**src/rtl/restoring_divider_64_assert.svh**
```systemverilog
// Assertion macros for the divider RTL.
`ifndef RESTORING_DIVIDER_64_ASSERT_SVH
`define RESTORING_DIVIDER_64_ASSERT_SVH

// Property that must hold in the same cycle.
`define RDV_ASSERT_NOW(lbl, expr, msg) \
  lbl: assert property (@(posedge clk_i) disable iff (!rst_ni) (expr)) else $error(msg);

// Consequence checked in the cycle after the antecedent.
`define RDV_ASSERT_NEXT(lbl, ante, cons, msg) \
  lbl: assert property (@(posedge clk_i) disable iff (!rst_ni) (ante) |=> (cons)) \
    else $error(msg);

`endif

```
**src/rtl/rdv_pkg.sv**
```systemverilog
// Package: widths, per-stage payload type and helpers for the divider.
package rdv_pkg;

  // Width of the operand and result fields on the stream ports.
  localparam int unsigned FIELD_W = 64;
  // Core division width (at most FIELD_W); field bits above it are ignored.
  localparam int unsigned WIDTH   = 64;

  // Payload carried from cell to cell.
  typedef struct packed {
    logic             dz;     // divisor was zero
    logic             q_neg;  // quotient must be negated
    logic             r_neg;  // remainder must be negated
    logic [WIDTH-1:0] rem;    // partial remainder
    logic [WIDTH-1:0] nq;     // dividend bits left, quotient bits shifted in below
    logic [WIDTH-1:0] dvs;    // divisor magnitude
  } rdv_work_t;

  // Zero-extend a core-width value to a field.
  function automatic logic [FIELD_W-1:0] widen(input logic [WIDTH-1:0] x);
    logic [FIELD_W-1:0] r;
    r = '0;
    r[WIDTH-1:0] = x;
    return r;
  endfunction

endpackage

```
**src/rtl/rdv_pre.sv**
```systemverilog
// Input stage: operand magnitudes, sign bookkeeping and zero-divisor detect.
module rdv_pre (
  input  logic                            clk_i,
  input  logic                            rst_ni,
  input  logic                            en_i,
  input  logic                            vld_i,
  input  logic                            kind_i,
  input  logic [rdv_pkg::WIDTH-1:0]       dividend_i,
  input  logic [rdv_pkg::WIDTH-1:0]       divisor_i,
  output logic                            vld_o,
  output rdv_pkg::rdv_work_t              data_o
);

  logic               vld_q;
  rdv_pkg::rdv_work_t data_d;
  rdv_pkg::rdv_work_t data_q;
  logic               nneg;
  logic               dneg;

  assign nneg = kind_i & dividend_i[rdv_pkg::WIDTH-1];
  assign dneg = kind_i & divisor_i[rdv_pkg::WIDTH-1];

  always_comb begin
    data_d       = '0;
    data_d.dz    = (divisor_i == '0);
    data_d.q_neg = nneg ^ dneg;
    data_d.r_neg = nneg;
    data_d.rem   = '0;
    data_d.nq    = nneg ? (~dividend_i + 1'b1) : dividend_i;
    data_d.dvs   = dneg ? (~divisor_i + 1'b1) : divisor_i;
  end

  always_ff @(posedge clk_i or negedge rst_ni) begin
    if (!rst_ni) begin
      vld_q <= 1'b0;
    end else if (en_i) begin
      vld_q <= vld_i;
    end
  end

  always_ff @(posedge clk_i) begin
    if (en_i) begin
      data_q <= data_d;
    end
  end

  assign vld_o  = vld_q;
  assign data_o = data_q;

endmodule

```
**config.mk**
```make
export PLATFORM = sky130hd
export DESIGN_NAME = rdv_pre
export DESIGN_NICKNAME = d
export VERILOG_FILES = /design/src/rtl/restoring_divider_64_assert.svh /design/src/rtl/rdv_pkg.sv /design/src/rtl/rdv_pre.sv
export SDC_FILE = /design/constraint.sdc
export NUM_CORES = 1
export LEC_CHECK = 0
export BUFFER_PORTS_ARGS = -buffer_cell sky130_fd_sc_hd__buf_2
export CAP_MARGIN = 5
export CORE_ASPECT_RATIO = 0.6
export CORE_MARGIN = 1.5
export CORE_UTILIZATION = 29
export DETAILED_ROUTE_END_ITERATION = 10
export PLACE_DENSITY_LB_ADDON = 0.25
export SLEW_MARGIN = 20
export SYNTH_ARGS = -nofsm -noshare
export SYNTH_HDL_FRONTEND = slang
export SYNTH_SLANG_ARGS = --single-unit
```
**constraint.sdc**
```tcl
create_clock -name clk_i -period 1 [get_ports clk_i]
set_input_delay 0.15 -clock clk_i [delete_from_list [all_inputs] [get_ports clk_i]]
set_output_delay 0.15 -clock clk_i [all_outputs]
set_load 0.005 [all_outputs]
```
* Yosys cells after proc, flatten, opt, wreduce, memory -nomap -nowiden
Index checks and enable logic that the tools add are counted.
Word-level totals: bits in writable memories 0, bits in registers 132, output and inout bits 196, bits of input ports 133, latch bits 0, logic and storage cells 16, memories 0, memory bits (read-only) 0
Operators by class: multipliers 0, multiplexer cells 2, equal/unequal tests 0, reductions and logical operators 1, shift-type cells 0, bitwise logic cells 5, add/sub/neg operators 2, $lt $le $gt $ge 0, div/mod/pow operators 0
Operator list (number):
- $add A64 B1 Y64 const B | 2
- $mux W64 | 2
- $not A64 Y64 | 2
- $logic_not A64 Y1 | 1
- $and A1 B1 Y1 | 2
- $xor A1 B1 Y1 | 1

* Depth between registers and ports, before layout
depth after elaboration 3, depth in mapped cells 8, gate-level depth less buffers 7

* Least setup slack after synthesis
No wires, ideal clock.
kind input to register, start point input divisor_i[16] (netlist bit), end point register data_q (netlist bit data_o[57]), data pin, data required time 0.735 ns, setup time 0.265 ns, path buffers 1, stages 6, arrival time 1.889 ns, setup slack -1.154 ns, cells stage by stage or4_4 -> or3_1 -> buf_6 -> nor4_4 -> a41oi_1 -> xor2_1
RTL lines:
- from (decl) | line rdv_pre.sv:9 | input logic [rdv_pkg::WIDTH-1:0] divisor_i,
- to (signal assigned) | line rdv_pre.sv:43 | data_q <= data_d;
- to (decl) | line rdv_pre.sv:16 | rdv_pkg::rdv_work_t data_q;

==> impl_metrics.csv <==
group,metric,value,unit
global_route,grt_overflow,0,
setup_path,reg2reg_slack,0.26,ns
timing,period_minus_slack,1.78,ns
min_path,hold_depth,2,
setup_path,reg2reg_depth,1,
yosys,syn_avg_cell_area,11.2,µm²
placement,gp_congestion,0.892,
power_and_ir_drop,p_int,12.6,mW
floorplanning,core_area,25200,µm²
route,wl_per_cell,17.3,µm
timing,max_clock_freq,562,MHz
finish,syn_to_final_growth,79.6,%
route,viasPerCell,4.58,
yosys,synth.distinct_cells,41,
cts,cts_tree,"done",
power_and_ir_drop,irDropWorstVdd,0.984,mV
route,vias,7070,
route,final_antenna_net_count,0,
yosys,syn_area,7440,µm²
yosys,synthArstFlopShare,0.00758,
global_route,antenna_found_initial,2,
route,first_iter_violations,380,
floorplanning,die_h,127,µm
floorplanning,placementRows,45,
setup_path,crit_arrival,1.96,ns
timing,setup_viol,246,
finish,final_common_cell,"buf_2",
yosys,ys.flop_type,"edfxtp_1",
finish,final_cell_mix,"246 x buf_2, 209 x buf_4, 131 x edfxtp_1",
setup_path,startpoint_type,"primary input",
placement,dp_hpwl,20.1,mm
global_route,grt_max_degree,53,
finish,drive_gt1_frac,0.609,
power_and_ir_drop,clockPowerShare,0.403,
cts,h-tree-depth,4,
floorplanning,die_width,210,µm
placement,place.port_buffers,264,
status,violations,"negative setup slack",
cts,cts_inserted_buffers,17,
timing,finalWorstSetupSlack,-0.780,ns
route,firstDrtPassIters,5,
timing,maxSlewViolCount,0,
setup_path,r2r_end,"vld_o",
power_and_ir_drop,switching_share,0.264,
power_and_ir_drop,netSwitchingPower,4.52,mW
power_and_ir_drop,power_density,1280,nW/µm²
timing,hold_viol_final,0,
timing,rsz0062_at_grt,"true",
finish,nFillCells,2241,
cts,clock-sinks,132,
setup_path,cp_data_required_time,1.18,ns
setup_path,critical_path.max_fanout,6,
timing,timing.slew.headroom,0.662,
floorplanning,ios,329,
finish,finish.utilization,0.530,
status,status,"complete, but fails checks",
min_path,hp-start,"divisor_i[0]",
yosys,synth-edff-count,131,
yosys,synth-seq-area-share,0.532,
finish,final-seq-area,3960,µm²
yosys,postSynthCellCount,663,
setup_path,crit_path_start,"divisor_i[16]",
min_path,worstHoldPathType,"in -> reg",
cts,clockBufferDepth,2,
timing,tns,-68.28,ns
timing,finalClockSkew,0,ns
yosys,yosysWarnings,0,
yosys,synth-seq-cells,132,
global_route,grt_pass1_wl,39.2,mm
setup_path,rr_startpoint,"vld_o",
power_and_ir_drop,seqPwrFrac,0.406,
setup_path,end_kind,"flop",
timing,tightest_slew,0.503,ns
cts,root_buffer,"clkbuf_16",
run,drv_cap,0,
finish,multi_input_area,4460,µm²
power_and_ir_drop,p_comb_frac,0.191,
global_route,grtUsageTotal,0.195,
route,drt-total-wl,26.7,mm
cts,worstSkewPairLatency,0.43,ns
cts,clk_pin_slew,0.06,ns
timing,fin_crit_sh,1.78,
route,remaining_drc_errors,0,
setup_path,crit_type,"in -> reg",
global_route,grt_pass1_vias,6825,
min_path,worstHoldEndpoint,"data_o[0]",
finish,nNetsFinal,1333,
power_and_ir_drop,power.leakage,5.74,nW
floorplanning,die-area,26600,µm²
floorplanning,initial_core_util,0.295,
## worst max-delay path by stage
stage            endpoint  depth (start not counted)
2_1_floorplan  data_o[57]                          6
3_3_place_gp   data_o[51]                          8
3_5_place_dp   data_o[57]                          8
4_1_cts        data_o[57]                          8
5_1_grt        data_o[59]                          8
6_report       data_o[34]                          8
## flip-flops by register name, indices dropped and copies added, names as in the netlist
| register | flops |
|---|---|
| data_o | 131 |
| vld_o | 1 |
## metrics by stage
stage               setup WS (ns)  total power, mW  cells  hold WS [ns]  instance area (µm²)
floorplan                   -1.10             8.15    726        -0.146                 8170
global route               -0.835             17.8   1542       0.00248                13400
detailed placement          -1.31             9.97   1472       -0.0742                11200
global placement            -1.27             9.94   1472       -0.0741                11200
finish                     -0.780             17.1   1542        0.0145                13400
CTS                        -0.770             17.2   1535       0.00303                13000
## final cells by class
cell class	instances	area share
Inverter	22	0.00862
Tap cell	329	0.0308
Clock buffer	17	0.0319
Multi-Input combinational cell	493	0.334
Clock inverter	15	0.0151
Timing Repair Buffer	532	0.283
Antenna cell	2	0.000375
Sequential cell	132	0.296
## per-layer routing
metal | track usage | vias up | wire length [µm] | part of all wire
met5 | 0 | - | 0 | 0
met4 | 0.0618 | 0 | 488 | 0.018
met3 | 0.0386 | 31 | 1340 | 0.050
met2 | 0.275 | 215 | 11300 | 0.42
met1 | 0.297 | 3425 | 13600 | 0.51
li1 | - | 3399 | - | -
## kinds of logic (layout without fill, tap and decap cells)
logic type                 Yosys count  count (layout)  share of synthesized area
buffers and inverters              101             586                     0.0845
xor gates and xnor gates           123             123                      0.145
muxes                                1               1                    0.00151
adders and majority gates            2               2                    0.00336
and+or+nand+nor                    197             197                      0.147
other                                1              66                   0.000504
DFF                                132             132                      0.532
AOI/OAI and AO/OA                  106             106                     0.0856
## cell usage after synthesis, types with 4 or more instances
| cell type | instances | area, µm² |
|---|---|---|
| edfxtp_1 | 131 | 3930 |
| xor2_1 | 87 | 762 |
| buf_4 | 64 | 480 |
| nor2_1 | 60 | 225 |
| a21oi_1 | 44 | 220 |
| nor3_1 | 36 | 180 |
| xnor2_1 | 36 | 315 |
| a31oi_1 | 33 | 206 |
| nor4_1 | 24 | 150 |
| inv_1 | 22 | 82.6 |
| nand2_1 | 22 | 82.6 |
| clkbuf_1 | 13 | 48.8 |
| o21ai_0 | 9 | 45.0 |
| a41oi_1 | 8 | 70.1 |
| or3_1 | 8 | 50.1 |
| nand4_1 | 7 | 43.8 |
| nand3_1 | 6 | 30.0 |
| o31ai_1 | 6 | 45.0 |
| or4_1 | 5 | 37.5 |
| nor4_2 | 4 | 50.1 |
| nor4_4 | 4 | 85.1 |
## repair_timing
action | CTS | global route
gates resized for setup | 186 | 64
setup endpoints to repair | 246 | 251
pin swaps | 68 | 49
hold endpoints to repair | 2 | 0
buffers inserted | 29 | 13
cloned | 1 | 0
hold buffers | 3 | 0
## power groups by stage
stage,clock (mW),combinational (mW),sequential [mW]
2_1_floorplan,0,1.02,7.13
3_3_place_gp,0,2.87,7.08
3_5_place_dp,0,2.90,7.07
4_1_cts,7.02,3.18,6.97
5_1_grt,7.23,3.52,7.01
6_report,6.90,3.26,6.96
## critical path: stages
cell	delay (ns)
buf_6	0.09
or4_4	0.52
or3_4	0.48
buf_6	0.16
nor3_4	0.15
buf_6	0.15
a31oi_2	0.09
xor2_1	0.15
(Power assumes the default switching activity.)
