## src/rtl/restoring_divider_64_assert.svh

```systemverilog
// Assertion macros for the divider RTL.
`ifndef RESTORING_DIVIDER_64_ASSERT_SVH
`define RESTORING_DIVIDER_64_ASSERT_SVH

// Property that must hold in the same cycle.
`define RDV_ASSERT_NOW(lbl, expr, msg) \
  lbl: assert property (@(posedge clk_i) disable iff (!rst_ni) (expr)) else $error(msg);

// Consequence checked in the cycle after the antecedent.
`define RDV_ASSERT_NEXT(lbl, ante, cons, msg) \
  lbl: assert property (@(posedge clk_i) disable iff (!rst_ni) (ante) |=> (cons)) \
    else $error(msg);

`endif

```

## src/rtl/rdv_pkg.sv

```systemverilog
// Package: widths, per-stage payload type and helpers for the divider.
package rdv_pkg;

  // Width of the operand and result fields on the stream ports.
  localparam int unsigned FIELD_W = 64;
  // Core division width (at most FIELD_W); field bits above it are ignored.
  localparam int unsigned WIDTH   = 64;

  // Payload carried from cell to cell.
  typedef struct packed {
    logic             dz;     // divisor was zero
    logic             q_neg;  // quotient must be negated
    logic             r_neg;  // remainder must be negated
    logic [WIDTH-1:0] rem;    // partial remainder
    logic [WIDTH-1:0] nq;     // dividend bits left, quotient bits shifted in below
    logic [WIDTH-1:0] dvs;    // divisor magnitude
  } rdv_work_t;

  // Zero-extend a core-width value to a field.
  function automatic logic [FIELD_W-1:0] widen(input logic [WIDTH-1:0] x);
    logic [FIELD_W-1:0] r;
    r = '0;
    r[WIDTH-1:0] = x;
    return r;
  endfunction

endpackage

```

## src/rtl/rdv_cell.sv

```systemverilog
// One restoring-division step: shift in a dividend bit, trial subtract, keep or restore.
module rdv_cell (
  input  logic               clk_i,
  input  logic               rst_ni,
  input  logic               en_i,
  input  logic               vld_i,
  input  rdv_pkg::rdv_work_t data_i,
  output logic               vld_o,
  output rdv_pkg::rdv_work_t data_o
);

  logic                        vld_q;
  rdv_pkg::rdv_work_t          data_d;
  rdv_pkg::rdv_work_t          data_q;
  logic                        carry;
  logic [rdv_pkg::WIDTH-1:0]   sh;
  logic [rdv_pkg::WIDTH:0]     diff;
  logic                        take;

  // carry is the bit shifted out of the partial remainder; with it set the
  // subtraction always fits and wraps back into WIDTH bits.
  assign carry = data_i.rem[rdv_pkg::WIDTH-1];
  assign sh    = {data_i.rem[rdv_pkg::WIDTH-2:0], data_i.nq[rdv_pkg::WIDTH-1]};
  assign diff  = {1'b0, sh} - {1'b0, data_i.dvs};
  assign take  = carry | ~diff[rdv_pkg::WIDTH];

  always_comb begin
    data_d     = data_i;
    data_d.rem = take ? diff[rdv_pkg::WIDTH-1:0] : sh;
    data_d.nq  = {data_i.nq[rdv_pkg::WIDTH-2:0], take};
  end

  always_ff @(posedge clk_i or negedge rst_ni) begin
    if (!rst_ni) begin
      vld_q <= 1'b0;
    end else if (en_i) begin
      vld_q <= vld_i;
    end
  end

  always_ff @(posedge clk_i) begin
    if (en_i) begin
      data_q <= data_d;
    end
  end

  assign vld_o  = vld_q;
  assign data_o = data_q;

endmodule

```

## config.mk

```make
export PLATFORM = sky130hd
export DESIGN_NAME = rdv_cell
export DESIGN_NICKNAME = d
export VERILOG_FILES = /design/src/rtl/restoring_divider_64_assert.svh /design/src/rtl/rdv_pkg.sv /design/src/rtl/rdv_cell.sv
export SDC_FILE = /design/constraint.sdc
export NUM_CORES = 1
export LEC_CHECK = 0
export BUFFER_PORTS_ARGS = -buffer_cell sky130_fd_sc_hd__clkbuf_2
export CAP_MARGIN = 30
export CORE_MARGIN = 2
export CORE_UTILIZATION = 30
export CTS_CLUSTER_DIAMETER = 200
export DETAILED_ROUTE_END_ITERATION = 10
export REMOVE_ABC_BUFFERS = 1
export SETUP_SLACK_MARGIN = 0.02
export SLEW_MARGIN = 20
export SYNTH_ARGS = -nofsm -noshare
export SYNTH_HDL_FRONTEND = slang
export SYNTH_SLANG_ARGS = --single-unit
```

## constraint.sdc

```tcl
create_clock -name clk_i -period 0.8 [get_ports clk_i]
set_input_delay 0.04 -clock clk_i [delete_from_list [all_inputs] [get_ports clk_i]]
set_output_delay 0.04 -clock clk_i [all_outputs]
set_load 0.1 [all_outputs]
```

Word level (Yosys, flattened, before mapping)

Cells that the tools add are included.

Register bits: 196
Output and inout bits: 196
Logic and storage cells: 11
Input port bits: 199

$add $sub $neg: 1
Muxes and demuxes: 1
Bitwise operators: 2

Operators with widths:

| cell                         | count |
|---|---|
| subtractor 64 x 64 -> 65 bit | 1 |
| two-way mux 64 bit           | 1 |
| NOT 1 bit                    | 1 |
| OR 1 bit                     | 1 |

Logic depth before layout (Yosys ltp)

Depth in word-level cells: 4
Gate-level depth with buffers: 14
Mapped depth without buffers: 13

Least setup slack after synthesis

Ideal clock, no wire load.

Kind: input to register
From: input data_i[127] (netlist name)
To: register data_q, in the netlist data_o[185] (data pin)
Setup slack: -2034 ps
Arrival: 2568 ps
Path buffers: 1
Data required time: 534 ps
Setup time: 266 ps
Cell stages on the path: 13
Path through: inv_1 ha_1 fa_1 nand2b_1 a21o_2 a31oi_1 o31ai_4 a2111oi_4 or4_4 nand2_4 buf_4 nor4b_1 nor3_1

RTL lines:

| what                   | RTL line       | RTL |
|---|---|---|
| start: declaration     | rdv_cell.sv:7  | `input rdv_pkg::rdv_work_t data_i,` |
| end signal: assignment | rdv_cell.sv:43 | `data_q <= data_d;` |
| end: declaration       | rdv_cell.sv:14 | `rdv_pkg::rdv_work_t data_q;` |

==> out/qor.yml <==
clock_tree:
  clock_path_buffers: 2
  clk_pin_slew_ps: 80
  cts_buffers: 17
  cts-root-buf: "clkbuf_16"
  insertion_delay_ps: 450
  tritoncts: "built"
  clkSinkCount: 196
  htreeDepth: 4
status:
  violations: "setup timing"
  status: "finished with violations"
timing:
  tns_ps: -168950
  tightestPinTransition_ps: 636.0
  hold_viol: 0
  clock_skew_ps: 0
  fmax_mhz: 382.1
  rsz0062_at_grt: "true"
  slew_headroom_pct: 57.21
  whs_ps: 18.62
  period_needed_ps: 2617
  report.final.slew_viol_count: 0
  setup_slack_ps: -1817
  setup-violations-final: 261
  final.period_utilization_pct: 327.1
global_route:
  grt_pass1_vias: 11897
  overflow: 0
  grt_pass1_wl_um: 64850
  grt_max_degree: 37
  grt_usage_pct: 22.06
  grt_antenna_before_repair: 8
power:
  total_power_mw: 45.05
  p_leak_nw: 9.920
  p_per_area_nw_per_um2: 1996
  ir_drop_v: 0.001586
layout:
  regArea_sq_um: 5881
  layout_common_cells: "buf_4 (308), buf_12 (208), edfxtp_1 (195), clkbuf_2 (194), dlygate4sd3_1 (175)"
  nets: 2154
  area_growth_pct: 108.2
  multiInputGateArea_sq_um: 5589
  drive_above_1_share_pct: 49.82
  fillers: 2676
  layout_commonest_cell: "buf_4"
worst_setup_path:
  rrSetupSlack_ps: 30
  slowest_stage: "a2111oi_4"
  timing.critical_path.buf_inv: 6
  cp.arrival_ps: 2880
  rr_startpoint: "vld_o$_DFFE_PN0P_"
  r2r_cells: 1
  crit_fanout: 8
  timing.rr.end: "vld_o$_DFFE_PN0P_"
  critPathMaxStageDelay_ps: 400
  cp_top_family: "compound AO/OA/AOI/OAI gates"
  path_cells: "buf_8, inv_4, ha_4, fa_2, nand2b_4, a21o_4, a31oi_1, buf_4, o31ai_4, a2111oi_4, or4_4, nand2_8, buf_12, clkinv_16, buf_16, nor2_4, a21oi_1"
  worstSetupEndpointType: "register"
  cp-start-kind: "input port"
  critical_path_class: "input port to register"
  worstPathRequired_ps: 1060
worst_hold_path:
  min-delay-start: "data_i[145]"
  min_path_type: "input port to register"
  whs_endpoint: "data_o[146]$_DFFE_PP_"
  holdPathStages: 3
die:
  io_pins: 395
  die_h_um: 194.1
  core.rowCount: 69
  floorplan.initialDensity_pct: 30.47
  core_area_sq_um: 35570
  die_w_um: 194.1
  die_area_sq_um: 37660
synth:
  synth_seq_cells: 196
  yosysUniqueCellTypes: 69
  syn_avg_cell_area_sq_um: 10.82
  synth_ff_type: "edfxtp_1"
  synthCells: 1002
  synth_seq_area_share_pct: 54.26
  synth_area_sq_um: 10840
  yosys_warnings: 0
  async_reset_ff_share_pct: 0.5102
  synth_edf_count: 195
routing:
  vias: 11601
  dr.pass1.iters: 5
  vias_per_cell: 4.897
  drtIter0Drc: 702
  wl_per_cell_um: 18.93
  wl_met1_um: 17420
  dr.max_layer_used: "met5"
  ant_nets: 0
  dr_wl_met3_um: 2708
  drc: 0
  dr_wl_met2_um: 22550
  routed_wl_um: 44840
flow_run:
  cap_violations: 0
placed_design:
  gp_congestion: 0.9047
  io_buffers: 394
  hpwlAfterDp_um: 31320
metal layers:
| metal | vias up | GRT usage (%) |
|---|---|---|
| li1 | 5496 | - |
| met1 | 5508 | 26.10 |
| met2 | 463 | 38.63 |
| met3 | 128 | 4.749 |
| met4 | 6 | 9.315 |
| met5 | - | 0 |
state kept, by name, summed over array words and instances (netlist names):
name / flops
vld_o: 1
data_o: 195
through the flow:
| stage | util (%) | std cells | setup slack [ps] | instance area [sq um] |
|---|---|---|---|---|
| 5_1_grt | 63.43 | 2368 | -1815 | 22560 |
| 2_1_floorplan | - | 960 | -2513 | 10660 |
| 4_1_cts | 59.84 | 2341 | -1746 | 21290 |
| 6_report | 63.44 | 2369 | -1817 | 22570 |
| 3_5_place_dp | 52.14 | 2120 | -2374 | 18550 |
| 3_3_place_gp | 52.14 | 2120 | -2303 | 18550 |
how the worst max path moves through the flow:
| stage | start | to | cells past startpoint |
|---|---|---|---|
| finish | data_i[127] | data_o[150]$_DFFE_PP_ | 17 |
| global route | data_i[31] | data_o[151]$_DFFE_PP_ | 16 |
| CTS | data_i[127] | data_o[167]$_DFFE_PP_ | 15 |
| detailed placement | data_i[127] | data_o[181]$_DFFE_PP_ | 16 |
| global placement | data_i[127] | data_o[170]$_DFFE_PP_ | 15 |
| floorplan | data_i[127] | data_o[146]$_DFFE_PP_ | 12 |
Yosys cell counts (all sizes together) (3+ instances only):
| cell type | n | share of area, % |
|---|---|---|
| nand4 | 22 | 1.3 |
| a21boi | 3 | 0.21 |
| nor2 | 107 | 3.7 |
| clkbuf | 30 | 1.0 |
| a21oi | 112 | 5.2 |
| nor4 | 7 | 0.52 |
| nand2 | 72 | 2.6 |
| or3 | 3 | 0.17 |
| and3 | 9 | 0.52 |
| o211ai | 8 | 0.65 |
| o31ai | 11 | 1.0 |
| a31oi | 7 | 0.40 |
| nor3 | 19 | 0.92 |
| inv | 79 | 2.8 |
| o21bai | 11 | 0.76 |
| a211oi | 12 | 0.88 |
| a221oi | 4 | 0.32 |
| ha | 64 | 7.4 |
| nor2b | 4 | 0.23 |
| o21ai | 45 | 2.1 |
| o211a | 4 | 0.37 |
| a21o | 35 | 2.4 |
| o21a | 15 | 1.0 |
| buf | 12 | 0.63 |
| xor2 | 22 | 1.8 |
| nand3 | 14 | 0.65 |
| xnor2 | 29 | 2.3 |
| edfxtp | 195 | 54 |
| and4 | 4 | 0.32 |
| and2 | 3 | 0.17 |
| a221o | 3 | 0.28 |
| a211o | 3 | 0.24 |
| nand2b | 6 | 0.35 |
report_power, final:
group          internal [mW]  switching [mW]  leakage, nW
Combinational           9.27            13.5         7.72
Clock                   4.15            4.42        0.278
Sequential              12.7           0.945         1.92
Total                   26.2            18.9         9.92
timing repair:
action | CTS | global route
setup buffers | 11 | 18
cloned | 6 | 6
pin swaps | 22 | 53
endpoints found under the hold margin | 173 | 2
resized for setup | 47 | 215
endpoints found under the setup margin | 261 | 262
hold buffers | 173 | 2
final cells by class:
| class | instances | share of cell area, % |
|---|---|---|
| timing repair buffer | 908 | 42.48 |
| multi-input combinational | 686 | 24.77 |
| tap | 461 | 2.556 |
| clock buffer | 18 | 1.902 |
| antenna | 5 | 0.05545 |
| timing repair inverter | 2 | 0.1830 |
| inverter | 79 | 1.381 |
| clock inverter | 14 | 0.6155 |
| sequential | 196 | 26.06 |
kinds of logic after synthesis:
kind of cell	Yosys count	share of synthesized area, %
muxes	2	0.2078
and+or+nand+nor	277	12.00
DFF	196	54.26
AOI/OAI and AO/OA	290	17.41
buffers and inverters	121	4.433
adders and majority gates	65	7.573
xor gates and xnor gates	51	4.121
No activity file was read; power rests on OpenSTA's default activity.
