<file path="config.mk">
export PLATFORM = sky130hd
export DESIGN_NAME = rdv_post
export DESIGN_NICKNAME = d
export VERILOG_FILES = /design/src/rtl/rdv_pkg.sv /design/src/rtl/rdv_post.sv
export VERILOG_INCLUDE_DIRS = /design/src /design/src/rtl
export SDC_FILE = /design/constraint.sdc
export NUM_CORES = 1
export LEC_CHECK = 0
export CORE_MARGIN = 5
export CORE_UTILIZATION = 30
export DETAILED_ROUTE_END_ITERATION = 8
export DONT_BUFFER_PORTS = 1
export PLACE_DENSITY = 0.47
export SLEW_MARGIN = 20
export SYNTH_ARGS = -nofsm -noshare
export SYNTH_HDL_FRONTEND = slang
export SYNTH_SLANG_ARGS = --single-unit
</file>
<file path="constraint.sdc">
create_clock -name clk_i -period 1.9 [get_ports clk_i]
set_clock_uncertainty 0.1 [all_clocks]
set_input_delay 0.475 -clock clk_i [delete_from_list [all_inputs] [get_ports clk_i]]
set_output_delay 0.475 -clock clk_i [all_outputs]
set_load 0.02 [all_outputs]
</file>
<file path="src/rtl/restoring_divider_64_assert.svh">
// Assertion macros for the divider RTL.
`ifndef RESTORING_DIVIDER_64_ASSERT_SVH
`define RESTORING_DIVIDER_64_ASSERT_SVH

// Property that must hold in the same cycle.
`define RDV_ASSERT_NOW(lbl, expr, msg) \
  lbl: assert property (@(posedge clk_i) disable iff (!rst_ni) (expr)) else $error(msg);

// Consequence checked in the cycle after the antecedent.
`define RDV_ASSERT_NEXT(lbl, ante, cons, msg) \
  lbl: assert property (@(posedge clk_i) disable iff (!rst_ni) (ante) |=> (cons)) \
    else $error(msg);

`endif

</file>
<file path="src/rtl/rdv_pkg.sv">
// Package: widths, per-stage payload type and helpers for the divider.
package rdv_pkg;

  // Width of the operand and result fields on the stream ports.
  localparam int unsigned FIELD_W = 64;
  // Core division width (at most FIELD_W); field bits above it are ignored.
  localparam int unsigned WIDTH   = 64;

  // Payload carried from cell to cell.
  typedef struct packed {
    logic             dz;     // divisor was zero
    logic             q_neg;  // quotient must be negated
    logic             r_neg;  // remainder must be negated
    logic [WIDTH-1:0] rem;    // partial remainder
    logic [WIDTH-1:0] nq;     // dividend bits left, quotient bits shifted in below
    logic [WIDTH-1:0] dvs;    // divisor magnitude
  } rdv_work_t;

  // Zero-extend a core-width value to a field.
  function automatic logic [FIELD_W-1:0] widen(input logic [WIDTH-1:0] x);
    logic [FIELD_W-1:0] r;
    r = '0;
    r[WIDTH-1:0] = x;
    return r;
  endfunction

endpackage

</file>
<file path="src/rtl/rdv_post.sv">
// Output stage: sign fix-up, zero-divisor override and the output register.
`include "restoring_divider_64_assert.svh"

module rdv_post (
  input  logic                      clk_i,
  input  logic                      rst_ni,
  input  logic                      en_i,
  input  logic                      vld_i,
  input  rdv_pkg::rdv_work_t        data_i,
  output logic                      vld_o,
  output logic [rdv_pkg::WIDTH-1:0] quotient_o,
  output logic [rdv_pkg::WIDTH-1:0] remainder_o,
  output logic                      dz_o
);

  logic                      vld_q;
  logic [rdv_pkg::WIDTH-1:0] q_d;
  logic [rdv_pkg::WIDTH-1:0] q_q;
  logic [rdv_pkg::WIDTH-1:0] r_d;
  logic [rdv_pkg::WIDTH-1:0] r_q;
  logic                      dz_q;

  always_comb begin
    if (data_i.dz) begin
      q_d = '0;
      r_d = '0;
    end else begin
      q_d = data_i.q_neg ? (~data_i.nq + 1'b1) : data_i.nq;
      r_d = data_i.r_neg ? (~data_i.rem + 1'b1) : data_i.rem;
    end
  end

  always_ff @(posedge clk_i or negedge rst_ni) begin
    if (!rst_ni) begin
      vld_q <= 1'b0;
    end else if (en_i) begin
      vld_q <= vld_i;
    end
  end

  always_ff @(posedge clk_i) begin
    if (en_i) begin
      q_q  <= q_d;
      r_q  <= r_d;
      dz_q <= data_i.dz;
    end
  end

  assign vld_o       = vld_q;
  assign quotient_o  = q_q;
  assign remainder_o = r_q;
  assign dz_o        = dz_q;

  `RDV_ASSERT_NOW(a_rem_below_dvs, !vld_i || data_i.dz || (data_i.rem < data_i.dvs), "partial remainder not below divisor")
  `RDV_ASSERT_NEXT(a_dz_zero, en_i && vld_i && data_i.dz, (q_q == '0) && (r_q == '0), "zero divisor gave nonzero result")
  `RDV_ASSERT_NEXT(a_rem_sign, en_i && vld_i && !data_i.dz && data_i.r_neg && (data_i.rem != '0), r_q[rdv_pkg::WIDTH-1], "remainder lost dividend sign")

endmodule

</file>
; Word level (Yosys, flattened, before mapping)
; Index checks and enable logic that the tools add are counted.
[word_totals]
reg_bits = 130
in_bits = 199
[op_classes]
addsub = 2
mux = 2
bitwise = 2
[ops]
columns = op, n
row1 = 64-bit by 1-bit adder with 64-bit output (second input constant), 2
row2 = 64-bit 2-to-1 mux, 2
row3 = 64-bit NOT, 2

; Longest topological paths before layout
; Gate-level depths: netlist (run 1).
[depth]
ltp_word = 3
mapped_depth = 7
depth_no_buf = 7

; Worst setup path after synthesis (run 1)
; OpenSTA, ideal clock, no wires.
[synth_path]
path_type = in2reg
from = input data_i[146] (netlist name)
to = register r_q (netlist bit remainder_o[45]), data pin
setup_time_ps = 260
arrival_time_ps = 2213
slack_ps = -673
stages = 7
path_buffers = 2
path_cell_list = clkbuf_1 nor3_1 nand4_4 or2_1 buf_2 o41ai_2 mux2_2
[synth_between]
elab_chain_cells = 3
[synth_lines]
columns = element, line_no
row1 = "start, declared", rdv_post.sv:9  ; input rdv_pkg::rdv_work_t data_i,
row2 = 64-bit NOT, rdv_post.sv:29  ; r_d = data_i.r_neg ? (~data_i.rem + 1'b1) : data_i.rem;
row3 = 64-bit by 1-bit adder with 64-bit output, rdv_post.sv:29
row4 = 64-bit 2-to-1 mux, rdv_post.sv:29
row5 = "end signal, assigned", rdv_post.sv:44  ; r_q <= r_d;
row6 = "end, declared", rdv_post.sv:20  ; logic [rdv_pkg::WIDTH-1:0] r_q;
; No other way between the ends.
; A chain may end at the register's enable or synchronous reset.

; Worst setup path in the final report (run 1)
[layout_path]
from = input data_i[162] (netlist name)
to = register r_q (netlist bit remainder_o[48]), data pin
; The elaborated chain is that of the path after synthesis.

==> reports/results.tsv, run 1 <==
stage	metric	value	unit
status	status	finished, violations left	
status	failed_checks	setup timing	
route	routed_wl	29900	microns
floorplan	std_cell_rows	62	
route	wl_per_cell	21.3	microns
sta	fin_crit	2.08	ns
worst_setup_path	required	2.00	ns
worst_setup_path	crit_path_end_kind	flop	
sta	post-route-period-util	110	%
run	drv_cap	0	
global_route	grt_pass1_vias	7207	
sta	finalWorstSetupSlack	-0.185	ns
placed_design	dp_hpwl	21100	microns
clock_network	clk_pin_slew	0.07	ns
worst_setup_path	timing.rr.start	vld_o	
power_and_ir_drop	leakage	4.35	nW
finish	synthToLayoutAreaGrowth	39.3	%
floorplan	die_area	32200	sq um
worst_setup_path	worst-path-buf-inv	1	
sta	tightest_slew	0.494	ns
synth	ys_seq_area_share	45.3	%
placed_design	gp_congestion	0.823	
power_and_ir_drop	power_density	664	nW/um^2
worst_setup_path	cp_cell_sequence	or4_4 > nand3b_4 > nor4_4 > buf_4 > a31oi_2 > mux2_2	
route	vias	7539	
sta	relSlewSlack	66.8	%
synth	synthCells	881	
finish	drive_gt1_share	37.2	%
placed_design	placedCellCount	1339	
route	viasPerCell	5.36	
worst_setup_path	r2r_slack	0.93	ns
global_route	grt_usage	17.6	%
route	drc_errors	0	
clock_network	clockBufferDepth	2	
global_route	grt.overflow.total	0	
worst_setup_path	reg2reg_depth	1	
floorplan	die_x	179	microns
worst_setup_path	crit_fanout	4	
worst_setup_path	crit_family	simple AND/OR/NAND/NOR gates	
power_and_ir_drop	ir_drop	548	uV
global_route	grt_max_degree	179	
floorplan	io_pins	329	
clock_network	cts_buffers	17	
worst_setup_path	start_kind	input port	
synth	synth_area_leaders	edfxtp_1, nor2_1, xor2_1	
route	drtPass1Iterations	4	
synth	synth_area	8610	sq um
min_path	holdPathStages	0	
finish	instances_no_fill	1406	
finish	layout_commonest_cell	buf_4	
finish	layout_common_cells	buf_4, nor2_1, edfxtp_1	
clock_network	cts.sinks	130	
synth	synth_edf_count	129	
worst_setup_path	cp_slowest_cell	or4_4	
synth	syn_area_per_cell	9.77	sq um
floorplan	die_y	179	microns
synth	synth_top_area_cell	edfxtp_1	
placed_design	portBuffers	0	
finish	nNetsFinal	1210	
clock_network	cts_tree	built	
worst_setup_path	crit_path_max_incr_delay	0.55	ns
min_path	whs_endpoint	remainder_o[31]	
finish	diodes	0	
clock_network	insertion_delay	0.44	ns
sta	rsz0062_at_grt	true	
min_path	hp-class	in2reg	
synth	ys_seq_elements	130	
synth	yosysTopAreaCellShare	45.0	%
synth	yosysWarnings	0	
sta	holdWs	0.0549	ns
clock_network	root_buffer	clkbuf_16	
synth	synth_nets	1082	
global_route	grt_pass1_wl	45200	microns
sta	fmaxAchievable	480	MHz
global_route	antenna_found_initial	0	
synth	synth.distinct_cells	58	
floorplan	placeableCoreArea	28500	sq um
floorplan	start_util	30.2	%
sta	timing_hold_violations_final	0	
worst_setup_path	path_class	in2reg	
min_path	hp-start	en_i	
sta	maxSlewViolCount	0	
route	ant_nets	0	
worst_setup_path	r2r-end	vld_o	
worst_setup_path	critPathArrivalTime	2.19	ns
synth	synth_top_flop_cell	edfxtp_1	
synth	async_flop_share	0.769	%
clock_network	h-tree-depth	4	
sta	setup_viol	29	
route	drtIter0Drc	510	
## layout make-up
type	count	area, sq um
tap	384	480
sequential	130	3900
clock buffer	22	464
timing repair buffer	163	1390
multi-input combinational	681	5580
inverter	16	91.3
clock inverter	10	87.6
fill	2814	16600
## power by group
group          switching, mW  internal (mW)  leakage [nW]
Combinational          0.350          0.444          2.84
Sequential             0.465           3.49          1.26
Clock                   1.36           1.86         0.258
Total                   2.17           5.79          4.35
## cells by family (layout without fill, tap and decap cells)
| group | after synthesis | in the layout | share of synthesized area (%) |
|---|---|---|---|
| DFF | 130 | 130 | 45.3 |
| buffers and inverters | 70 | 211 | 3.12 |
| muxes | 43 | 43 | 5.49 |
| adders and majority gates | 2 | 2 | 0.291 |
| and+or+nand+nor | 426 | 426 | 27.5 |
| xor gates and xnor gates | 64 | 64 | 6.51 |
| AOI/OAI and AO/OA | 146 | 146 | 11.8 |
## state kept, by name, indices dropped and copies added (netlist names)
name and flops:
dz_o 1, remainder_o 64, vld_o 1, quotient_o 64
## metrics by stage
step / power (mW) / setup TNS [ns] / util [%] / area (sq um) / setup slack (ns)
global route: 8.29 / -3.90 / 42.0 / 12000 / -0.213
CTS: 8.01 / -1.63 / 39.6 / 11300 / -0.131
finish: 7.97 / -2.70 / 42.0 / 12000 / -0.185
floorplan: 4.56 / -26.13 / - / 9230 / -0.591
global placement: 4.75 / -43.86 / 36.4 / 10400 / -0.789
detailed placement: 4.75 / -44.09 / 36.4 / 10400 / -0.777
## layer usage
| layer | track usage (%) | share of wire [%] | vias up |
|---|---|---|---|
| met3 | 7.05 | 8.6 | 21 |
| met1 | 23.8 | 45 | 3663 |
| met2 | 26.3 | 45 | 231 |
| met4 | 4.82 | 1.3 | 0 |
| met5 | 0 | 0 | - |
| li1 | - | - | 3624 |
## cell usage after synthesis (4+ instances only)
| master | n |
|---|---|
| nand4_1 | 17 |
| o311ai_0 | 6 |
| mux2_2 | 30 |
| or2_2 | 7 |
| nor4b_1 | 5 |
| a31oi_1 | 11 |
| nand2_1 | 40 |
| a41oi_1 | 4 |
| a21oi_1 | 34 |
| o41ai_1 | 21 |
| nand2b_1 | 6 |
| nand3_1 | 23 |
| o31ai_1 | 25 |
| and3_1 | 15 |
| edfxtp_1 | 129 |
| nor3b_1 | 4 |
| nor4_2 | 4 |
| nor2b_1 | 30 |
| buf_1 | 6 |
| nor4_4 | 4 |
| or3_1 | 16 |
| xor2_1 | 56 |
| o311ai_1 | 5 |
| o31a_1 | 5 |
| nor4_1 | 23 |
| nor2_1 | 137 |
| clkbuf_1 | 43 |
| or4_1 | 19 |
| xnor2_1 | 8 |
| nor3_1 | 47 |
| o21ai_0 | 27 |
| buf_2 | 5 |
| mux2i_1 | 12 |
| inv_1 | 14 |
| nand3b_1 | 7 |
## repair_timing
action,4_1_cts,5_1_grt
gates cloned,0,1
setup buffers,12,23
hold buffers,1,1
pin swaps,23,30
endpoints found under the hold margin,1,1
endpoints found under the setup margin,51,78
gates resized for setup,47,88
## how the worst max path moves through the flow
| stage | startpoint | endpoint | slack [ns] | depth (start not counted) |
|---|---|---|---|---|
| after floorplan | data_i[162] | remainder_o[45] | -0.59 | 6 |
| after global placement | data_i[128] | remainder_o[48] | -0.79 | 9 |
| after detailed placement | data_i[128] | remainder_o[48] | -0.78 | 9 |
| after CTS | data_i[162] | remainder_o[48] | -0.13 | 6 |
| after global routing | data_i[162] | remainder_o[61] | -0.21 | 7 |
| final | data_i[162] | remainder_o[48] | -0.18 | 6 |
Note: power is estimated with default switching activity, not from simulation.
==> run 2: changes to the inputs <==
--- a/config.mk
+++ b/config.mk
@@ -6,11 +6,13 @@
 export SDC_FILE = /design/constraint.sdc
 export NUM_CORES = 1
 export LEC_CHECK = 0
+export CELL_PAD_IN_SITES_DETAIL_PLACEMENT = 1
+export CELL_PAD_IN_SITES_GLOBAL_PLACEMENT = 2
 export CORE_MARGIN = 5
 export CORE_UTILIZATION = 30
 export DETAILED_ROUTE_END_ITERATION = 8
 export DONT_BUFFER_PORTS = 1
-export PLACE_DENSITY = 0.47
+export PLACE_DENSITY = 0.69
 export SLEW_MARGIN = 20
 export SYNTH_ARGS = -nofsm -noshare
 export SYNTH_HDL_FRONTEND = slang
==> reports/results.tsv, run 2 (same netlist as run 1, synthesis figures left out) <==
stage	metric	value	unit	change
status	status	finished, violations left		
status	failed_checks	setup timing		
sta	timing_hold_violations_final	0		unchanged
worst_setup_path	path_class	in2reg		
run	drv_cap	0		unchanged
floorplan	placeableCoreArea	28500	sq um	unchanged
placed_design	dp_hpwl	22300	microns	+5.8%
clock_network	clk_pin_slew	0.07	ns	about the same
route	highest_layer	met4		
finish	multi_input_area	5720	sq um	+2.4%
clock_network	insertion_delay	0.43	ns	about the same
floorplan	io_pins	329		unchanged
finish	layout_commonest_cell	nor2_1		
worst_setup_path	start_kind	input port		
clock_network	h-tree-depth	4		unchanged
min_path	whs_endpoint	dz_o		
clock_network	root_buffer	clkbuf_16		
placed_design	portBuffers	0		unchanged
clock_network	cts_tree	built		
sta	post-route-period-util	110	%	-0.20 points
finish	layout_common_cells	nor2_1, edfxtp_1, buf_4		
sta	setup_viol	48		+66%
power_and_ir_drop	ir_drop	579	uV	+5.6%
worst_setup_path	r2r-end	vld_o		
sta	relSlewSlack	47.6	%	-19 points
route	ant_nets	0		unchanged
route	routed_wl	32200	microns	+7.8%
sta	maxSlewViolCount	0		unchanged
power_and_ir_drop	leakage	4.46	nW	+2.5%
worst_setup_path	reg2reg_depth	1		unchanged
sta	fin_crit	2.08	ns	-0.00380 ns
global_route	grt_pass1_vias	7920		+9.9%
route	wl_met3	2380	microns	-8.0%
route	wl_met1	13900	microns	+4.1%
min_path	hp-class	in2reg		
worst_setup_path	r2r_slack	0.94	ns	about the same
global_route	grt.overflow.total	0		unchanged
sta	fmaxAchievable	481	MHz	+0.18%
clock_network	cts.sinks	130		unchanged
global_route	grt_pass1_wl	48800	microns	+7.9%
sta	rsz0062_at_grt	true		
placed_design	gp_congestion	0.806		-2.1%
worst_setup_path	required	1.99	ns	about the same
worst_setup_path	critPathArrivalTime	2.17	ns	-0.02 ns
floorplan	die_x	179	microns	unchanged
route	drc_errors	0		unchanged
power_and_ir_drop	power_density	687	nW/um^2	+3.4%
finish	final-seq-area	3900	sq um	unchanged
global_route	grt_usage	19.0	%	+1.4 points
min_path	holdPathStages	0		unchanged
finish	drive_gt1_share	37.8	%	+0.65 points
clock_network	cts_buffers	17		unchanged
sta	holdWs	0.0373	ns	-0.0176 ns
global_route	antenna_found_initial	0		unchanged
worst_setup_path	timing.rr.start	vld_o		
finish	nNetsFinal	1203		-0.58%
route	wl_per_cell	23.0	microns	+8.3%
route	viasPerCell	5.53		+3.1%
finish	synthToLayoutAreaGrowth	41.1	%	
global_route	grt_max_degree	179		unchanged
sta	finalWorstSetupSlack	-0.181	ns	+0.00380 ns
power_and_ir_drop	total_power	8.34	mW	+4.7%
finish	fill_cells	3125		+11%
worst_setup_path	crit_path_end_kind	flop		
finish	diodes	0		unchanged
floorplan	die_area	32200	sq um	unchanged
sta	tightest_slew	0.779	ns	+0.285 ns
route	drtIter0Drc	313		-39%
worst_setup_path	crit_fanout	4		unchanged
route	vias	7734		+2.6%
route	wl_met2	15400	microns	+14%
floorplan	die_y	179	microns	unchanged
clock_network	clockBufferDepth	2		unchanged
route	drtPass1Iterations	5		+1
floorplan	std_cell_rows	62		unchanged
min_path	hp-start	data_i[194]		
floorplan	start_util	30.2	%	unchanged
## run 2: what timing repair did
action / 4_1_cts / 5_1_grt
resized for setup: 75 / 83
hold buffers: 1 / 0
hold endpoints to repair: 1 / 0
buffers inserted: 19 / 15
pin swaps: 24 / 28
setup endpoints to repair: 53 / 68
## run 2: cell type report
class	count	area share, %
inverter	16	0.556
clock inverter	9	1.05
multi-input combinational	681	47.1
clock buffer	23	4.02
sequential	130	32.1
timing repair buffer	156	11.3
tap	384	3.96
## run 2: critical path, stage by stage
cell and delay [ns]:
or4_4 0.53, nand3b_4 0.19, nor4_2 0.37, buf_4 0.20, a31oi_1 0.11, mux2_2 0.29
## run 2: report_power, final
group | internal [mW] | switching [mW] | leakage [nW]
Sequential | 3.49 | 0.465 | 1.26
Combinational | 0.448 | 0.374 | 2.91
Clock | 2.20 | 1.36 | 0.295
Total | 6.14 | 2.20 | 4.46
## run 2: worst max-delay path by stage
| stage | end | slack [ns] | cells after the start | from |
|---|---|---|---|---|
| 5_1_grt | remainder_o[47] | -0.21 | 7 | data_i[162] |
| 4_1_cts | remainder_o[48] | -0.15 | 6 | data_i[162] |
| 2_1_floorplan | remainder_o[45] | -0.59 | 6 | data_i[162] |
| 3_3_place_gp | quotient_o[44] | -0.63 | 5 | data_i[80] |
| 3_5_place_dp | remainder_o[49] | -0.66 | 5 | data_i[162] |
| 6_report | remainder_o[48] | -0.18 | 6 | data_i[162] |
## run 2: through the flow
stage / worst slack, ns / cell area (sq um) / instances / setup TNS (ns) / util (%)
3_3_place_gp: -0.630 / 10400 / 1335 / -41.23 / 36.3
5_1_grt: -0.206 / 12100 / 1399 / -6.24 / 42.5
3_5_place_dp: -0.658 / 10400 / 1335 / -42.25 / 36.3
4_1_cts: -0.146 / 11600 / 1387 / -2.78 / 40.5
6_report: -0.181 / 12100 / 1399 / -3.65 / 42.5
2_1_floorplan: -0.591 / 9230 / 881 / -26.13 / -
## run 2: per-layer routing
metal,GRT usage [%],vias to the layer above
met3,6.99,28
met5,0,-
li1,-,3588
met2,30.4,207
met1,24.5,3911
met4,5.24,0
==> run 3: changes to the inputs <==
--- a/config.mk
+++ b/config.mk
@@ -7,12 +7,13 @@
 export NUM_CORES = 1
 export LEC_CHECK = 0
 export CELL_PAD_IN_SITES_DETAIL_PLACEMENT = 1
-export CELL_PAD_IN_SITES_GLOBAL_PLACEMENT = 2
+export CELL_PAD_IN_SITES_GLOBAL_PLACEMENT = 1
 export CORE_MARGIN = 5
 export CORE_UTILIZATION = 30
+export CTS_CLUSTER_DIAMETER = 60
 export DETAILED_ROUTE_END_ITERATION = 8
 export DONT_BUFFER_PORTS = 1
-export PLACE_DENSITY = 0.69
+export PLACE_DENSITY = 0.58
 export SLEW_MARGIN = 20
 export SYNTH_ARGS = -nofsm -noshare
 export SYNTH_HDL_FRONTEND = slang
==> reports/results.tsv, run 3 (same netlist as run 1, synthesis figures left out) <==
stage	metric	value	unit	change
status	status	finished, violations left		
status	failed_checks	setup timing		
floorplan	die_y	179	microns	unchanged
floorplan	die_x	179	microns	unchanged
placed_design	dp_hpwl	22000	microns	-1.3%
sta	rsz0062_at_grt	true		
placed_design	place_area	10300	sq um	-0.31%
min_path	hp-start	data_i[194]		
global_route	grt_pass1_wl	48400	microns	-0.83%
finish	drive_gt1_share	36.7	%	-1.1 points
worst_setup_path	critPathArrivalTime	2.18	ns	about the same
floorplan	die_area	32200	sq um	unchanged
sta	relSlewSlack	55.0	%	+7.4 points
route	drtPass1Iterations	4		-1
route	viasPerCell	5.51		-0.32%
floorplan	placeableCoreArea	28500	sq um	unchanged
route	routed_wl	31700	microns	-1.8%
worst_setup_path	path_class	in2reg		
min_path	hp-class	in2reg		
finish	instances_no_fill	1389		-0.71%
finish	final_area	12000	sq um	-1.4%
finish	layout_common_cells	nor2_1, edfxtp_1, buf_4		
route	ant_nets	0		unchanged
worst_setup_path	cp_cell_sequence	nor4_4 > buf_4 > nand2_4 > or4_4 > o31ai_4 > mux2_4		
sta	finalWorstSetupSlack	-0.190	ns	-0.00887 ns
min_path	holdPathStages	0		unchanged
worst_setup_path	crit_fanout	3		-1
worst_setup_path	start_kind	input port		
sta	setup_viol	49		+2.1%
sta	fmaxAchievable	478	MHz	-0.42%
worst_setup_path	required	1.99	ns	about the same
global_route	grt_usage	18.8	%	-0.27 points
worst_setup_path	crit_family	simple AND/OR/NAND/NOR gates		
worst_setup_path	reg2reg_depth	1		unchanged
power_and_ir_drop	power_density	705	nW/um^2	+2.6%
global_route	grt_pass1_vias	7869		-0.64%
power_and_ir_drop	p_seq_share	46.9	%	-0.5 points
route	wl_per_cell	22.8	microns	-1.1%
clock_network	insertion_delay	0.43	ns	about the same
placed_design	gp_congestion	0.788		-2.2%
clock_network	cts.sinks	130		unchanged
clock_network	root_buffer	clkbuf_16		
worst_setup_path	timing.rr.start	vld_o		
placed_design	portBuffers	0		unchanged
finish	fill_cells	3149		+0.77%
finish	diodes	0		unchanged
sta	post-route-period-util	110	%	+0.47 points
power_and_ir_drop	p_clk_share	43.6	%	+0.9 points
sta	fin_crit	2.09	ns	+0.00888 ns
worst_setup_path	crit_path_end_kind	flop		
floorplan	io_pins	329		unchanged
power_and_ir_drop	p_sw	2.30	mW	+4.3%
route	drtIter0Drc	438		+40%
clock_network	clk_pin_slew	0.07	ns	about the same
run	drv_cap	0		unchanged
finish	layout_commonest_cell	nor2_1		
finish	final_util	41.9	%	-0.60 points
worst_setup_path	cp.depth	6		unchanged
sta	maxSlewViolCount	0		unchanged
power_and_ir_drop	combPwrFrac	9.5	%	-0.4 points
global_route	grt.overflow.total	0		unchanged
power_and_ir_drop	leakage	4.32	nW	-3.2%
clock_network	cts_buffers	17		unchanged
floorplan	std_cell_rows	62		unchanged
sta	tightest_slew	0.675	ns	-0.104 ns
power_and_ir_drop	p_int	6.14	mW	about the same
finish	nNetsFinal	1193		-0.83%
finish	synthToLayoutAreaGrowth	39.1	%	
global_route	grt_max_degree	179		unchanged
worst_setup_path	worst-path-buf-inv	1		unchanged
sta	timing_hold_violations_final	0		unchanged
clock_network	clockBufferDepth	2		unchanged
placed_design	placedCellCount	1329		-0.45%
worst_setup_path	crit_path_max_incr_delay	0.60	ns	+0.07 ns
clock_network	cts_tree	built		
power_and_ir_drop	ir_drop	539	uV	-6.9%
route	drc_errors	0		unchanged
power_and_ir_drop	switching_share	27.2	%	+0.82 points
global_route	antenna_found_initial	0		unchanged
worst_setup_path	crit_start	data_i[74]		
route	vias	7654		-1.0%
clock_network	h-tree-depth	4		unchanged
worst_setup_path	cp_slowest_cell	or4_4		
floorplan	start_util	30.2	%	unchanged
==> run 3: final cells by class <==
class                           instances  area (sq um)  share of cell area (%)
Sequential cell                       130          3900                    32.6
Tap cell                              384           480                    4.01
Multi-Input combinational cell        681          5600                    46.8
Timing Repair Buffer                  146          1300                    10.8
Inverter                               16          60.1                   0.502
Clock inverter                         15           206                    1.72
Clock buffer                           17           425                    3.55
==> run 3: path summary, 6_finish.rpt <==
path                            slack (ns)             end
worst max-delay path                 -0.19  quotient_o[44]
worst min-delay path                  0.04            dz_o
worst max register to register        0.93           vld_o
worst min register to register        0.60           vld_o
max in group asynchronous             1.45           vld_o
min in group asynchronous             0.15           vld_o
==> run 3: routing by layer <==
metal | GRT usage [%] | up-vias | share of wire, %
met5 | 0 | - | 0
met4 | 4.57 | 0 | 1.1
met3 | 7.30 | 16 | 7.6
met2 | 29.9 | 191 | 47
met1 | 24.2 | 3874 | 44
li1 | - | 3573 | -
==> run 3: power groups by stage <==
stage	Sequential [mW]	Combinational [mW]	Clock [mW]
4_1_cts	3.97	0.774	3.76
3_5_place_dp	4.03	0.738	0
3_3_place_gp	4.03	0.719	0
6_report	3.96	0.802	3.68
5_1_grt	3.98	0.886	3.90
2_1_floorplan	3.94	0.617	0
==> run 3: what timing repair did <==
item                                    CTS  global route
hold endpoints to repair                  1             0
buffers inserted                         11            18
pin swaps                                30            39
hold buffers                              1             0
endpoints found under the setup margin   52            66
resized for setup                        70            73
==> run 3: stage by stage <==
stage	hold WS, ns	power (mW)	setup WS (ns)	setup TNS [ns]
3_3_place_gp	0.0794	4.75	-0.648	-43.19
4_1_cts	0.0223	8.50	-0.141	-1.78
3_5_place_dp	0.0795	4.77	-0.666	-43.90
6_report	0.0433	8.44	-0.190	-4.07
5_1_grt	0.0118	8.77	-0.244	-5.80
2_1_floorplan	0.0794	4.56	-0.591	-26.13
